<file path="src/hw/rtl/lzbe_pkg.sv">
`default_nettype none

package lzbe_pkg;

    localparam int MAX_LENGTH = 256;

    localparam int ACTION_W = 3;
    localparam int SYMBOL_W = 8;
    localparam int OFFSET_W = 5;
    localparam int LENGTH_W = 9;
    localparam int BYTE_W   = 8;

    localparam int GAMMA_V_W = 8;
    localparam int GAMMA_W   = 2 * GAMMA_V_W - 1;
    localparam int GLEN_W    = 4;
    localparam int OFFCODE_W = 6;
    localparam int CODE_W    = OFFCODE_W + GAMMA_W;
    localparam int LEN_W     = 5;

    localparam int ACC_W     = 32;
    localparam int ACC_CNT_W = 5;
    localparam int SHAMT_W   = 6;

    localparam int TQ_DEPTH = 4;
    localparam int TQ_CNT_W = 3;
    localparam int TQ_IDX_W = 2;

    localparam int OQ_DEPTH = 4;
    localparam int OQ_CNT_W = 3;
    localparam int OQ_IDX_W = 2;

    typedef enum logic [ACTION_W-1:0] {
        ACT_RAW       = 3'd0,
        ACT_FIRST_LIT = 3'd1,
        ACT_LIT       = 3'd2,
        ACT_MATCH     = 3'd3,
        ACT_FINISH    = 3'd4
    } action_t;

    typedef struct packed {
        logic              fin;
        logic [LEN_W-1:0]  len;
        logic [CODE_W-1:0] code;
    } tok_t;

    typedef struct packed {
        logic [BYTE_W-1:0] data;
        logic              last;
    } obyte_t;

endpackage

`default_nettype wire

</file>
<file path="src/hw/rtl/lzbe_front.sv">
`default_nettype none

module lzbe_front
(
    input  wire logic                            clk,
    input  wire logic                            rst_n,
    input  wire logic                            push,
    output logic                                 full,
    input  wire logic [lzbe_pkg::ACTION_W-1:0]   action,
    input  wire logic [lzbe_pkg::SYMBOL_W-1:0]   symbol,
    input  wire logic [lzbe_pkg::OFFSET_W-1:0]   match_offset,
    input  wire logic [lzbe_pkg::LENGTH_W-1:0]   match_length,
    input  wire logic                            bit_value,
    output logic                                 tok_valid,
    output lzbe_pkg::tok_t                       tok_head,
    input  wire logic                            tok_pop
);
    import lzbe_pkg::*;

    tok_t                tok;
    logic                tok_keep;
    logic                push_fire;
    logic [TQ_CNT_W-1:0] wr_pos;
    logic [TQ_IDX_W-1:0] wr_idx;

    tok_t                q_reg  [TQ_DEPTH];
    tok_t                q_next [TQ_DEPTH];
    logic [TQ_CNT_W-1:0] cnt_reg;
    logic [TQ_CNT_W-1:0] cnt_next;

    always_comb
    begin
        logic [LENGTH_W-1:0]  lsat;
        logic [GAMMA_V_W-1:0] v;
        logic [2:0]           top;
        logic [GAMMA_W-1:0]   g;
        logic [GLEN_W-1:0]    glen;
        logic [OFFCODE_W-1:0] off_val;
        logic [2:0]           off_len;
        logic [OFFCODE_W-1:0] code5;

        tok      = '0;
        tok_keep = 1'b1;
        lsat     = (match_length > LENGTH_W'(MAX_LENGTH)) ? LENGTH_W'(MAX_LENGTH)
                                                          : match_length;
        v        = (lsat >= LENGTH_W'(1)) ? GAMMA_V_W'(lsat - LENGTH_W'(1)) : '0;
        if (v == '0)
        begin
            v = GAMMA_V_W'(1);
        end
        top = '0;
        for (int i = 0; i < GAMMA_V_W; i++)
        begin
            if (v[i])
            begin
                top = 3'(i);
            end
        end
        g = GAMMA_W'(1);
        for (int k = 0; k < GAMMA_V_W - 1; k++)
        begin
            if (3'(k) < top)
            begin
                g[2*k+1] = v[k];
            end
        end
        glen  = GLEN_W'({top, 1'b1});
        code5 = (match_offset <= OFFSET_W'(10)) ? OFFCODE_W'(match_offset + 6'd10)
                                                : OFFCODE_W'(match_offset + 6'd9);
        if (match_offset == OFFSET_W'(1))
        begin
            off_val = OFFCODE_W'(0);
            off_len = 3'd3;
        end
        else if (match_offset == OFFSET_W'(11))
        begin
            off_val = OFFCODE_W'(2);
            off_len = 3'd4;
        end
        else
        begin
            off_val = {1'b0, code5[OFFSET_W-1:0]};
            off_len = 3'd6;
        end

        unique case (action_t'(action))
            ACT_RAW:
            begin
                tok.len  = LEN_W'(1);
                tok.code = CODE_W'(bit_value);
            end
            ACT_FIRST_LIT:
            begin
                tok.len  = LEN_W'(1);
                tok.code = CODE_W'(symbol != SYMBOL_W'(1));
            end
            ACT_LIT:
            begin
                if (symbol == SYMBOL_W'(2))
                begin
                    tok.len  = LEN_W'(6);
                    tok.code = CODE_W'(6'b010101);
                end
                else
                begin
                    tok.len  = LEN_W'(2);
                    tok.code = CODE_W'({1'b1, symbol != SYMBOL_W'(1)});
                end
            end
            ACT_MATCH:
            begin
                tok.len  = LEN_W'(off_len) + LEN_W'(glen);
                tok.code = (CODE_W'(off_val) << glen) | CODE_W'(g);
            end
            ACT_FINISH:
            begin
                tok.fin = 1'b1;
            end
            default:
            begin
                tok_keep = 1'b0;
            end
        endcase
    end

    assign full      = (cnt_reg == TQ_CNT_W'(TQ_DEPTH));
    assign push_fire = push && !full;
    assign tok_valid = (cnt_reg != '0);
    assign tok_head  = q_reg[0];
    assign wr_pos    = cnt_reg - TQ_CNT_W'(tok_pop);
    assign wr_idx    = wr_pos[TQ_IDX_W-1:0];

    always_comb
    begin
        for (int i = 0; i < TQ_DEPTH; i++)
        begin
            q_next[i] = q_reg[i];
            if (tok_pop && (i < TQ_DEPTH - 1))
            begin
                q_next[i] = q_reg[(i+1) % TQ_DEPTH];
            end
            if (push_fire && tok_keep && (wr_idx == TQ_IDX_W'(i)))
            begin
                q_next[i] = tok;
            end
        end
        cnt_next = cnt_reg + TQ_CNT_W'(push_fire && tok_keep) - TQ_CNT_W'(tok_pop);
    end

    always_ff @(posedge clk or negedge rst_n)
    begin
        if (!rst_n)
        begin
            cnt_reg <= '0;
        end
        else
        begin
            cnt_reg <= cnt_next;
        end
    end

    always_ff @(posedge clk)
    begin
        q_reg <= q_next;
    end

    a_cnt_bound: assert property (@(posedge clk) disable iff (!rst_n)
        cnt_reg <= TQ_CNT_W'(TQ_DEPTH))
        else $error("token queue overfilled");

    a_pop_valid: assert property (@(posedge clk) disable iff (!rst_n)
        tok_pop |-> tok_valid)
        else $error("token popped from empty queue");

    a_full_hold: assert property (@(posedge clk) disable iff (!rst_n)
        (full && !tok_pop) |=> full)
        else $error("token queue lost an entry");

endmodule

`default_nettype wire

</file>
<file path="src/hw/rtl/lzbe_back.sv">
`default_nettype none

module lzbe_back
(
    input  wire logic                         clk,
    input  wire logic                         rst_n,
    input  wire logic                         tok_valid,
    input  wire lzbe_pkg::tok_t               tok_head,
    output logic                              tok_pop,
    output logic                              empty,
    input  wire logic                         pop,
    output logic [lzbe_pkg::BYTE_W-1:0]       out_byte,
    output logic                              is_last
);
    import lzbe_pkg::*;

    logic [ACC_W-1:0]     acc_reg;
    logic [ACC_W-1:0]     acc_next;
    logic [ACC_CNT_W-1:0] cnt_reg;
    logic [ACC_CNT_W-1:0] cnt_next;

    obyte_t               oq_reg  [OQ_DEPTH];
    obyte_t               oq_next [OQ_DEPTH];
    logic [OQ_CNT_W-1:0]  oq_cnt_reg;
    logic [OQ_CNT_W-1:0]  oq_cnt_next;

    logic                 pop_fire;
    logic                 space;
    logic                 emit;
    logic                 emit_fin;
    obyte_t               emit_byte;
    logic [SHAMT_W-1:0]   shamt;
    logic [OQ_CNT_W-1:0]  wr_pos;
    logic [OQ_IDX_W-1:0]  wr_idx;

    assign pop_fire = pop && !empty;
    assign space    = (oq_cnt_reg != OQ_CNT_W'(OQ_DEPTH)) || pop_fire;
    assign shamt    = SHAMT_W'(ACC_W) - SHAMT_W'(cnt_reg) - SHAMT_W'(tok_head.len);

    always_comb
    begin
        acc_next  = acc_reg;
        cnt_next  = cnt_reg;
        tok_pop   = 1'b0;
        emit      = 1'b0;
        emit_fin  = 1'b0;
        emit_byte = '{data: acc_reg[ACC_W-1 -: BYTE_W], last: 1'b0};
        if (cnt_reg >= ACC_CNT_W'(BYTE_W))
        begin
            if (space)
            begin
                emit     = 1'b1;
                acc_next = acc_reg << BYTE_W;
                cnt_next = cnt_reg - ACC_CNT_W'(BYTE_W);
            end
        end
        else if (tok_valid)
        begin
            if (!tok_head.fin)
            begin
                tok_pop  = 1'b1;
                acc_next = acc_reg | (ACC_W'(tok_head.code) << shamt[SHAMT_W-2:0]);
                cnt_next = cnt_reg + ACC_CNT_W'(tok_head.len);
            end
            else if (cnt_reg == '0)
            begin
                tok_pop = 1'b1;
            end
            else if (space)
            begin
                tok_pop        = 1'b1;
                emit           = 1'b1;
                emit_fin       = 1'b1;
                emit_byte.last = 1'b1;
                acc_next       = '0;
                cnt_next       = '0;
            end
        end
    end

    assign wr_pos = oq_cnt_reg - OQ_CNT_W'(pop_fire);
    assign wr_idx = wr_pos[OQ_IDX_W-1:0];

    always_comb
    begin
        for (int i = 0; i < OQ_DEPTH; i++)
        begin
            oq_next[i] = oq_reg[i];
            if (pop_fire && (i < OQ_DEPTH - 1))
            begin
                oq_next[i] = oq_reg[(i+1) % OQ_DEPTH];
            end
            if (emit && (wr_idx == OQ_IDX_W'(i)))
            begin
                oq_next[i] = emit_byte;
            end
        end
        oq_cnt_next = oq_cnt_reg + OQ_CNT_W'(emit) - OQ_CNT_W'(pop_fire);
    end

    always_ff @(posedge clk or negedge rst_n)
    begin
        if (!rst_n)
        begin
            acc_reg    <= '0;
            cnt_reg    <= '0;
            oq_cnt_reg <= '0;
        end
        else
        begin
            acc_reg    <= acc_next;
            cnt_reg    <= cnt_next;
            oq_cnt_reg <= oq_cnt_next;
        end
    end

    always_ff @(posedge clk)
    begin
        oq_reg <= oq_next;
    end

    assign empty    = (oq_cnt_reg == '0);
    assign out_byte = oq_reg[0].data;
    assign is_last  = oq_reg[0].last;

    a_cnt_bound: assert property (@(posedge clk) disable iff (!rst_n)
        cnt_reg <= ACC_CNT_W'(BYTE_W - 1 + CODE_W))
        else $error("bit accumulator overfilled");

    a_oq_bound: assert property (@(posedge clk) disable iff (!rst_n)
        oq_cnt_reg <= OQ_CNT_W'(OQ_DEPTH))
        else $error("output queue overfilled");

    a_fin_clears: assert property (@(posedge clk) disable iff (!rst_n)
        emit_fin |=> (cnt_reg == '0) && (acc_reg == '0))
        else $error("finish left bits pending");

    a_load_below_byte: assert property (@(posedge clk) disable iff (!rst_n)
        (tok_pop && !tok_head.fin) |-> (cnt_reg < ACC_CNT_W'(BYTE_W)))
        else $error("token loaded over a whole pending byte");

endmodule

`default_nettype wire

</file>
<file path="src/hw/rtl/lz_token_bitstream_encoder.sv">
`default_nettype none
// An accepted token waits in the token queue until the bit packer loads it;
// a finish token flushes any pending bits into the byte queue as a last byte.
// The packer loads a token only with under 8 bits pending, then moves each
// byte it completes (up to 3) to the byte queue, stalling while that is full.
// The 4-entry token queue and 4-entry byte queue let push and pop stall apart.
// Reset (rst_n low, asynchronous) empties both queues and clears pending bits.

module lz_token_bitstream_encoder
(
    input  wire logic                            clk,
    input  wire logic                            rst_n,
    input  wire logic                            push,
    output logic                                 full,
    input  wire logic [lzbe_pkg::ACTION_W-1:0]   action,
    input  wire logic [lzbe_pkg::SYMBOL_W-1:0]   symbol,
    input  wire logic [lzbe_pkg::OFFSET_W-1:0]   match_offset,
    input  wire logic [lzbe_pkg::LENGTH_W-1:0]   match_length,
    input  wire logic                            bit_value,
    output logic                                 empty,
    input  wire logic                            pop,
    output logic [lzbe_pkg::BYTE_W-1:0]          out_byte,
    output logic                                 is_last
);
    import lzbe_pkg::*;

    logic tok_valid;
    tok_t tok_head;
    logic tok_pop;

    lzbe_front u_front
    (
        .clk          (clk),
        .rst_n        (rst_n),
        .push         (push),
        .full         (full),
        .action       (action),
        .symbol       (symbol),
        .match_offset (match_offset),
        .match_length (match_length),
        .bit_value    (bit_value),
        .tok_valid    (tok_valid),
        .tok_head     (tok_head),
        .tok_pop      (tok_pop)
    );

    lzbe_back u_back
    (
        .clk       (clk),
        .rst_n     (rst_n),
        .tok_valid (tok_valid),
        .tok_head  (tok_head),
        .tok_pop   (tok_pop),
        .empty     (empty),
        .pop       (pop),
        .out_byte  (out_byte),
        .is_last   (is_last)
    );

endmodule

`default_nettype wire
</file>
<file path="config.mk">
export PLATFORM = sky130hd
export DESIGN_NAME = lz_token_bitstream_encoder
export DESIGN_NICKNAME = d
export VERILOG_FILES = /design/src/hw/rtl/lzbe_pkg.sv /design/src/hw/rtl/lzbe_front.sv /design/src/hw/rtl/lzbe_back.sv /design/src/hw/rtl/lz_token_bitstream_encoder.sv
export SDC_FILE = /design/constraint.sdc
export NUM_CORES = 1
export LEC_CHECK = 0
export BUFFER_PORTS_ARGS = -buffer_cell sky130_fd_sc_hd__buf_2
export CAP_MARGIN = 10
export CORE_MARGIN = 2
export CORE_UTILIZATION = 47
export DETAILED_ROUTE_END_ITERATION = 7
export MAX_ROUTING_LAYER = met4
export PLACE_DENSITY_LB_ADDON = 0.15
export REMOVE_ABC_BUFFERS = 1
export SLEW_MARGIN = 20
export SYNTH_ARGS = -nofsm -noshare
export SYNTH_HDL_FRONTEND = slang
export SYNTH_HIERARCHICAL = 1
export SYNTH_SLANG_ARGS = --single-unit
</file>
<file path="constraint.sdc">
create_clock -name clk -period 5.4 [get_ports clk]
set_input_delay 0.81 -clock clk [delete_from_list [all_inputs] [get_ports clk]]
set_output_delay 0.81 -clock clk [all_outputs]
set_load 0.05 [all_outputs]
</file>
==> flow_summary.toml <==
[clock_network]
postCtsSetupBuffers = 0
cts_made_buffers = 17
htreeDepth = 4
cts_tree = "done"
post_cts_resized = 0
clock_path_buffers = 2
cts.reportedPaths.clkPinSlew_ps = 70
clkSinkCount = 183
insertion_delay_ps = 440
ctsHoldBuffers = 0
root_buffer = "clkbuf_16"

[timing]
hold_viol = 0
finalCritPeriodShare_pct = 71.02
finalSetupViolations = 0
relSlewSlack_pct = 27.14
fin_setup_tns_ps = 0
clock_skew_ps = 8.825
final_max_slew_viol_count = 0
worst_pin_slew_ps = 1089
min_period_ps = 3835
fmax_mhz = 260.7
grt_setup_unrepaired = "no"

[critical_path]
crit_arrival_ps = 4000
worstSetupPathType = "input port to flop"
crit_fanout = 10
worst_ep_required_time_ps = 5570
critPathCaptureType = "flop"
critPathLaunchType = "input port"

[synthesis]
synth_compound_area_share_pct = 13.89
synth_area_um2 = 10790
synth_most_common_cell = "nand2_1"
synth_xor_area_share_pct = 1.948
yosys.area.top_type = "edfxtp_1"
ys_top_cells_by_area = "edfxtp_1 (39%), dfrtp_1 (10%), mux2_2 (6.4%)"
synth_fa_ha_area_share_pct = 4.059
syn_inst = 995
synth_top_area_share_pct = 38.97
synth_top_family_by_area = "compound AO/OA/AOI/OAI gates"
synth_simple_gate_area_share_pct = 12.23
ys.flop_type = "edfxtp_1"
synth_mux_area_share_pct = 12.99
ys_seq_area_share_pct = 48.94
ys_async_sr_fraction_pct = 23.50
synth_edf_count = 140
synth_commonest_cells = "nand2_1 (148), edfxtp_1 (140), o21ai_0 (63), mux2_2 (61), nor2_1 (54)"
avgSynthCellArea_um2 = 10.84
synth.distinct_cells = 84
ys_seq_elements = 183
yosys_warnings = 6

[cells_and_area]
largest_reg_flops = 78
nFillCells = 2039
drive_gt1_share_pct = 18.43
antennaDiodeCount = 0
final_cells = 1289
seq_area_um2 = 5280
syn2layout_area_growth_pct = 8.176
multi_input_comb_area_um2 = 4896
final_nets = 1053

[global_route]
grt_pass1_wl_um = 38780
antenna_found_initial = 0
grt-ovfl-total = 0
grt_pass1_vias = 7208
grt_max_degree = 44
grt_usage_pct = 20.98

[die]
die_h_um = 155.5
row_count = 55
core_area_um2 = 22570
die_w_um = 155.5
ios = 41
start_util_pct = 47.80
dieArea_um2 = 24180

[routing]
met2WireLength_um = 11910
top_layer_used = "met4"
dr.first_iter.drc_count = 451
drc_errors = 0
detail_route.wl_per_cell_um = 18.35
wl_met3_um = 662
drt_wl_total_um = 23660
dr.pass1.iters = 5
vias = 7416
drt-met1-wl_um = 10700
ant_nets = 0
avgViaCountPerCell = 5.753

[place]
gp_congestion = 0.8404
dp_cells = 1257
hpwl_um = 16620
numPortBuffers = 40

[min_path]
hold_class = "input port to asynchronous set/reset pin"

[run_status]
status = "finished clean"

[job]
max_cap_violations = 0
==> layout by cell type, fill, tap and decap left out, types with 4 or more instances in the layout <==
cell type and instances:
nand2_1 148, edfxtp_1 140, o21ai_0 63, mux2_2 61, nor2_1 54, mux2i_1 52, dfrtp_1 43, inv_1 41
buf_2 40, a21oi_1 40, ha_1 26, nand3_1 21, buf_4 18, o31ai_1 18, clkbuf_16 17, xnor2_1 13
a31oi_1 12, nor3_1 10, xor2_1 10, nand2b_1 9, a211oi_1 9, mux4_2 8, a222oi_1 7, o21a_1 6
or3_1 6, o22ai_1 6, a21o_1 5, a221oi_1 5, nor4_1 5, bufinv_16 4, o21bai_1 4, nand3b_1 4
o211ai_1 4, fa_1 4, o21ai_1 4
==> cell type report <==
cell class / count / area share, %
Tap cell: 285 / 3.055
Clock buffer: 17 / 3.645
Sequential cell: 183 / 45.24
Clock inverter: 15 / 1.833
Inverter: 43 / 1.404
Multi-Input combinational cell: 688 / 41.95
Timing Repair Buffer: 58 / 2.873
==> cell families after synthesis <==
kind of cell	count (synthesis)
AOI/OAI and AO/OA	222
xor gates and xnor gates	24
adders and majority gates	32
buffers and inverters	124
DFF	183
muxes	122
other	1
and+or+nand+nor	287
==> critical path, cell delays in order <==
cell and delay [ps]:
buf_2 190, inv_1 120, nand2_1 150, ha_1 230
or4b_1 500, o211a_1 260, o22ai_2 190, o21ai_1 160
o21ai_4 340, fa_1 500, o21ai_0 390, o21ai_0 170
==> routing by layer <==
layer	up-vias	global-route usage, %
met5	-	-
met4	0	5.330
met3	26	3.510
met2	137	35.67
met1	3635	26.21
li1	3618	-
==> metrics by stage <==
step / cell area, µm² / util (%) / hold slack (ps) / setup slack (ps)
2_1_floorplan: 10320 / - / 449.7 / 1101
3_3_place_gp: 11020 / 48.82 / 460.4 / 1259
3_5_place_dp: 11020 / 48.82 / 470.6 / 1134
4_1_cts: 11660 / 51.66 / 464.0 / 1592
5_1_grt: 11670 / 51.71 / 486.2 / 1262
6_report: 11670 / 51.71 / 446.2 / 1565
==> worst paths after layout <==
kind | depth (start not counted) | end | startpoint | slack [ps]
hold reg to reg | 2 | u_back/acc_reg[2]$_DFFE_PN0P_ | u_back/acc_reg[2]$_DFFE_PN0P_ | 490
setup reg to reg | 9 | u_back/acc_reg[12]$_DFFE_PN0P_ | u_back/cnt_reg[1]$_DFFE_PN0P_ | 1640
hold / removal | 2 | u_front/cnt_reg[2]$_DFF_PN0_ | rst_n | 450
setup / recovery | 12 | u_front/q_reg[76]$_DFFE_PP_ | match_length[8] | 1560
min in group clk | 2 | u_back/acc_reg[2]$_DFFE_PN0P_ | u_back/acc_reg[2]$_DFFE_PN0P_ | 490
max in group asynchronous | 2 | u_back/acc_reg[14]$_DFFE_PN0P_ | rst_n | 4540
Power is not shown: default switching activity piles up to over one toggle a cycle in this logic, so the estimate is an artifact.
